$ cat src/rtl/core/srrip_pkg.sv
// ----------------------------------------------------------------------------
// srrip_pkg
// Shared types and constants for the signature RRIP replacement core.
// ----------------------------------------------------------------------------
`default_nettype none

package srrip_pkg;

    // Default geometry
    localparam int DEF_NUM_SETS       = 2048;
    localparam int DEF_NUM_WAYS       = 16;
    localparam int DEF_SIG_INDEX_BITS = 12;

    // Fixed field widths
    localparam int SET_IN_W  = 11;
    localparam int WAY_IN_W  = 4;
    localparam int ADDR_W    = 64;
    localparam int CONF_W    = 8;
    localparam int CNT_W     = 4;
    localparam int RRPV_W    = 2;
    localparam int CFG_IDX_W = 2;
    localparam int CFG_DAT_W = 8;

    // Value limits and reset values
    localparam logic [RRPV_W-1:0] RRPV_MAX   = 2'd3;
    localparam logic [RRPV_W-1:0] RRPV_NEAR  = 2'd1;
    localparam logic [RRPV_W-1:0] RRPV_MRU   = 2'd0;
    localparam logic [CNT_W-1:0]  SIG_SAT    = 4'd15;
    localparam logic [CNT_W-1:0]  SIG_RESET  = 4'd3;
    localparam logic [CONF_W-1:0] CONF_SAT   = 8'd255;

    // Hash shift amounts
    localparam int HASH_SHIFT_A = 13;
    localparam int HASH_SHIFT_B = 23;

    // Configuration register indexes
    localparam logic [CFG_IDX_W-1:0] CFG_STREAM_THR = 2'd0;
    localparam logic [CFG_IDX_W-1:0] CFG_HOT_THR    = 2'd1;
    localparam logic [CFG_IDX_W-1:0] CFG_WARM_THR   = 2'd2;

    // Reset values of configuration registers
    localparam logic [CONF_W-1:0] STREAM_THR_RST = 8'd4;
    localparam logic [CNT_W-1:0]  HOT_THR_RST    = 4'd7;
    localparam logic [CNT_W-1:0]  WARM_THR_RST   = 4'd3;

    // Operation codes
    localparam logic OP_VICTIM = 1'b0;
    localparam logic OP_UPDATE = 1'b1;

    typedef enum logic [2:0] {
        ST_CLEAR,
        ST_IDLE,
        ST_MODQ,
        ST_MODR,
        ST_READ,
        ST_EXEC,
        ST_DONE
    } state_t;

    // Controller to datapath commands
    typedef struct packed {
        logic clr_step;
        logic load;
        logic mod_q;
        logic mod_r;
        logic rd;
        logic ex;
        logic wb;
    } dp_cmd_t;

    // Datapath to controller status
    typedef struct packed {
        logic clr_last;
        logic out_free;
    } dp_status_t;

endpackage

`default_nettype wire

$ cat src/rtl/core/srrip_ctrl.sv
// ----------------------------------------------------------------------------
// srrip_ctrl
// Sequencer: clearing pass after reset, then one item at a time through
// set reduction, memory read, execute and write back.
// ----------------------------------------------------------------------------
`default_nettype none

module srrip_ctrl
    import srrip_pkg::*;
(
    input  wire logic       aclk,
    input  wire logic       aresetn,
    input  wire logic       in_valid,
    output logic            in_ready,
    input  dp_status_t      status,
    output dp_cmd_t         cmd
);

    state_t state_reg, state_next;

    // State register
    always_ff @(posedge aclk) begin
        if (!aresetn) begin
            state_reg <= ST_CLEAR;
        end else begin
            state_reg <= state_next;
        end
    end

    // Next state and commands
    always_comb begin
        state_next = state_reg;
        cmd        = '0;
        in_ready   = 1'b0;
        case (state_reg)
            ST_CLEAR: begin
                cmd.clr_step = 1'b1;
                if (status.clr_last) begin
                    state_next = ST_IDLE;
                end
            end
            ST_IDLE: begin
                in_ready = 1'b1;
                if (in_valid) begin
                    cmd.load   = 1'b1;
                    state_next = ST_MODQ;
                end
            end
            ST_MODQ: begin
                cmd.mod_q  = 1'b1;
                state_next = ST_MODR;
            end
            ST_MODR: begin
                cmd.mod_r  = 1'b1;
                state_next = ST_READ;
            end
            ST_READ: begin
                cmd.rd     = 1'b1;
                state_next = ST_EXEC;
            end
            ST_EXEC: begin
                cmd.ex     = 1'b1;
                state_next = ST_DONE;
            end
            ST_DONE: begin
                // hold until the output register can take the item
                if (status.out_free) begin
                    cmd.wb     = 1'b1;
                    state_next = ST_IDLE;
                end
            end
            default: begin
                state_next = ST_IDLE;
            end
        endcase
    end

endmodule

`default_nettype wire

$ cat config.mk
export PLATFORM = sky130hd
export DESIGN_NAME = srrip_ctrl
export DESIGN_NICKNAME = d
export VERILOG_FILES = /design/src/rtl/core/srrip_pkg.sv /design/src/rtl/core/srrip_ctrl.sv
export SDC_FILE = /design/constraint.sdc
export NUM_CORES = 1
export LEC_CHECK = 0
export BUFFER_PORTS_ARGS = -buffer_cell sky130_fd_sc_hd__clkbuf_2
export CAP_MARGIN = 20
export CELL_PAD_IN_SITES_DETAIL_PLACEMENT = 0
export CELL_PAD_IN_SITES_GLOBAL_PLACEMENT = 1
export CORE_AREA = 4 4 41 43
export CTS_BUF_LIST = sky130_fd_sc_hd__clkbuf_16
export CTS_CLUSTER_DIAMETER = 80
export DETAILED_ROUTE_END_ITERATION = 8
export DIE_AREA = 0 0 45 47
export PLACE_DENSITY_LB_ADDON = 0.05
export SLEW_MARGIN = 20
export SYNTH_ARGS = -nofsm -noshare
export SYNTH_HDL_FRONTEND = slang
export SYNTH_SLANG_ARGS = --single-unit
$ cat constraint.sdc
create_clock -name aclk -period 3 [get_ports aclk]
set_input_delay 0.45 -clock aclk [delete_from_list [all_inputs] [get_ports aclk]]
set_output_delay 0.45 -clock aclk [all_outputs]
set_load 0.05 [all_outputs]
# Yosys cells after proc, flatten, opt, wreduce, memory -nomap -nowiden
# Cells that the tools add are included.
# word_totals
ff_bits	3
inputBits	5
out_inout_bits	8
wordCells	26
# op_classes
eq_ne	9
mux	14
n_reduce_logical	2
# op_table
cell	n
case mux 3 bit (7 select lines)	1
two-way mux 1 bit	10
equality test 3 bit, second input constant	3
two-way mux 3 bit	3
equality test 3 x 2 -> 1 bit, second input constant	2
inequality test 2 bit, second input constant	3
equality test 3 x 1 -> 1 bit, second input constant	1
logical NOT 3 bit	1
AND reduction 3 bit	1

# Longest topological paths before layout
# logic_depth
word_depth	3
ltp_mapped	6
depth_no_buf	5

# Worst setup path after synthesis
# No wires, ideal clock.
# synth_timing
kind	reg-to-output
from	reg state_reg[0]
to	out cmd[5] (netlist bit)
arrival_ps	1785
required_time_ps	2550
slack_ps	765
stages_incl_launch_ff	4
n_path_buf	1
path_cell_list	dfxtp_1 > buf_2 > nor3b_2 > and2_1
# synth_lines
element	line_no	source
start, declared	srrip_ctrl.sv:19	state_t state_reg, state_next;
start signal, assigned	srrip_ctrl.sv:26	state_reg <= state_next;
end, declared	srrip_ctrl.sv:16	output dp_cmd_t cmd

==> flow_summary_export.csv <==
group,metric,value,unit
sta,min_period_over_period,66.2,%
clock_network,cts-root-buf,"clkbuf_16",
sta,drv_slew,0,
pwr,power_frac_clock,36.5,%
critical_path,crit_required,2.55,ns
clock_network,holdBufCountCts,0,
synthesis,yosysTopAreaCellShare,22.4,%
drt,via_per_inst,4.69,
floorplan,coreArea,0.00130,mm²
synthesis,syn_avg_cell_area,8.11,µm²
critical_path,r2r_end,"state_reg[0]$_SDFFE_PN0P_",
critical_path,startpoint,"state_reg[0]$_SDFFE_PN0P_",
clock_network,ctsResizeCount,0,
pwr,leakage,0.206,nW
critical_path,path_class,"reg -> out",
synthesis,syn_nets,39,
final_layout,final_layout_size_suffix_gt1_share,37.0,%
final_layout,n_antenna_cell,0,
sta,finalSetupViolCount,0,
pwr,p_per_area,1380,mW/mm²
synthesis,yosys-top-cells-count,"buf_2, dfxtp_1, inv_1",
pwr,p_int,314,µW
clock_network,h-tree-depth,1,
synthesis,ys.flop_type,"dfxtp_1",
final_layout,synthToLayoutAreaGrowth,53.3,%
drt,routed_wl,682,µm
synthesis,yosysTopAreaCell,"dfxtp_1",
global_route,grt_pass1_wl,1.15,mm
synthesis,async_reset_ff_share,0,%
floorplan,start_util,20.6,%
clock_network,cts_tree,"done",
global_route,grt_antenna_before_repair,0,
floorplan,die_h,47,µm
global_route,grt_use_total,7.73,%
outcome,status,"finished clean",
sta,rsz0062_at_grt,"no",
pwr,switching_power,251,µW
pwr,power,565,µW
critical_path,r2r_start,"state_reg[1]$_SDFFE_PN0P_",
drt,firstDrtPassIters,3,
clock_network,insertion_delay,0.22,ns
synthesis,synth_seq_area_share,22.4,%
synthesis,yosys-top-cells-area,"dfxtp_1, buf_2, mux2_4, nor3b_1, ha_1",
sta,hold_slack,0.502,ns
placed_design,dp_hpwl,503,µm
final_layout,largest_register_ff_count,3,
clock_network,clk_pin_slew,0.03,ns
sta,max_freq,0.503,GHz
sta,relSlewSlack,72.7,%
hold_path,min_path_type,"in -> reg",
critical_path,arrival,1.54,ns
sta,worst_pin_slew,0.409,ns
floorplan,fp-row-count,13,
critical_path,reg2regPathDepth,5,
sta,setup-tns-final,0,ns
synthesis,ys_warn_count,0,
synthesis,synth_edf_count,0,
floorplan,die_x,45,µm
critical_path,crit_end,"cmd[5]",
floorplan,ios,13,
critical_path,reg2reg_slack,1.28,ns
sta,min_period,1.99,ns
flow_run,cap_viol_max_count,0,
drt,wire_per_inst,11.2,µm
final_layout,final_nets,53,
synthesis,synthDistinctLibCells,23,
drt,drtAntennaViolNets,0,
drt,drt_iter0_drc,2,
clock_network,numCtsBuffers,3,
critical_path,crit_path_max_fanout,11,
placed_design,port_buffers,12,
synthesis,synthCells,33,
synthesis,ys_ff_latch,3,
drt,vias,286,
global_route,grt_pass1_vias,285,
pwr,seq_power_share,17.4,%
drt,drc,0,
final_layout,fin_util,31.5,%
pwr,sw_frac_of_total,44.5,%
global_route,global_route.overflow_total,0,
pwr,combPwrFrac,46.2,%
sta,fin_worst_skew,0.00331,ns
sta,hold_viol,0,
synthesis,synthesis.area,268,µm²
pwr,peakVddDrop,583,µV
placed_design,gp_congestion,0.708,
floorplan,die-area,0.00212,mm²
clock_network,post_cts_buffers,0,
critical_path,endpoint_kind,"output pin",
clock_network,clockBufferDepth,2,
clock_network,cts_num_sinks,3,
global_route,grt_max_degree,14,
critical_path,start_kind,"flip-flop",
[metal layers]
layer	up-vias	share of wire [%]	track usage, %
met5	-	0	0
met4	0	0	5.26
met3	0	10	3.45
met2	11	46	12.1
met1	125	44	8.39
li1	150	-	-
[critical path: stages, from the launching register on]
cell and delay (ns):
dfxtp_1 0.52, nor3b_2 0.35, and2_1 0.17, clkbuf_2 0.27
[metrics by stage]
step | setup slack, ns | instance area (µm²) | std cells
floorplan | 0.765 | 268 | 33
global placement | 1.25 | 332 | 57
detailed placement | 1.26 | 332 | 57
CTS | 1.03 | 410 | 61
global route | 0.920 | 410 | 61
finish | 1.01 | 410 | 61
[worst min path at each step]
stage | from | endpoint | slack, ns | cells after the start
3_3_place_gp | aresetn | state_reg[2]$_SDFFE_PN0P_ | 0.73 | 3
6_report | aresetn | state_reg[1]$_SDFFE_PN0P_ | 0.50 | 3
4_1_cts | aresetn | state_reg[1]$_SDFFE_PN0P_ | 0.50 | 3
5_1_grt | aresetn | state_reg[1]$_SDFFE_PN0P_ | 0.53 | 3
3_5_place_dp | aresetn | state_reg[1]$_SDFFE_PN0P_ | 0.73 | 3
2_1_floorplan | state_reg[1]$_SDFFE_PN0P_ | state_reg[1]$_SDFFE_PN0P_ | 0.59 | 2
[layout make-up]
| type | count | area [µm²] |
|---|---|---|
| Fill cell | 150 | 891 |
| Multi-Input combinational cell | 24 | 181 |
| Clock buffer | 3 | 75.1 |
| Sequential cell | 3 | 60.1 |
| Timing Repair Buffer | 12 | 60.1 |
| Tap cell | 15 | 18.8 |
| Inverter | 3 | 11.3 |
| Clock inverter | 1 | 3.75 |
[cells in the final DEF, fill, tap and decap left out]
cell type / synthesis / layout
clkbuf_16: 0 / 3
nor2_1: 1 / 1
inv_1: 3 / 4
a21o_1: 1 / 1
a32oi_1: 1 / 1
o31ai_1: 1 / 1
nor3b_1: 2 / 2
nor3b_2: 1 / 1
and2_1: 1 / 1
ha_1: 1 / 1
o32a_1: 1 / 1
nor3_1: 1 / 1
nand2_1: 2 / 2
nand3b_1: 1 / 1
nor2b_1: 2 / 2
clkbuf_2: 0 / 12
a21oi_1: 2 / 2
o22ai_1: 1 / 1
dfxtp_1: 3 / 3
a32o_1: 1 / 1
and3_1: 1 / 1
o31a_1: 1 / 1
mux2_4: 1 / 1
and3b_1: 1 / 1
[power groups by stage]
| stage | sequential (mW) | combinational (mW) | clock (mW) |
|---|---|---|---|
| 2_1_floorplan | 0.0631 | 0.250 | 0 |
| 3_3_place_gp | 0.100 | 0.264 | 0 |
| 3_5_place_dp | 0.0995 | 0.263 | 0 |
| 4_1_cts | 0.0987 | 0.264 | 0.211 |
| 5_1_grt | 0.104 | 0.282 | 0.215 |
| 6_report | 0.0982 | 0.261 | 0.206 |
[cell families (layout without fill, tap and decap cells)]
kind of cell / after synthesis / in the layout / synth area share [%]
AO/OA/AOI/OAI: 9 / 9 / 25.7
adder cells (fa/ha/maj): 1 / 1 / 4.67
buffers and inverters: 6 / 19 / 9.81
flip-flops: 3 / 3 / 22.4
multiplexers: 1 / 1 / 5.61
AND/OR/NAND/NOR: 13 / 13 / 31.8
Power figures use the tool's default switching activity.
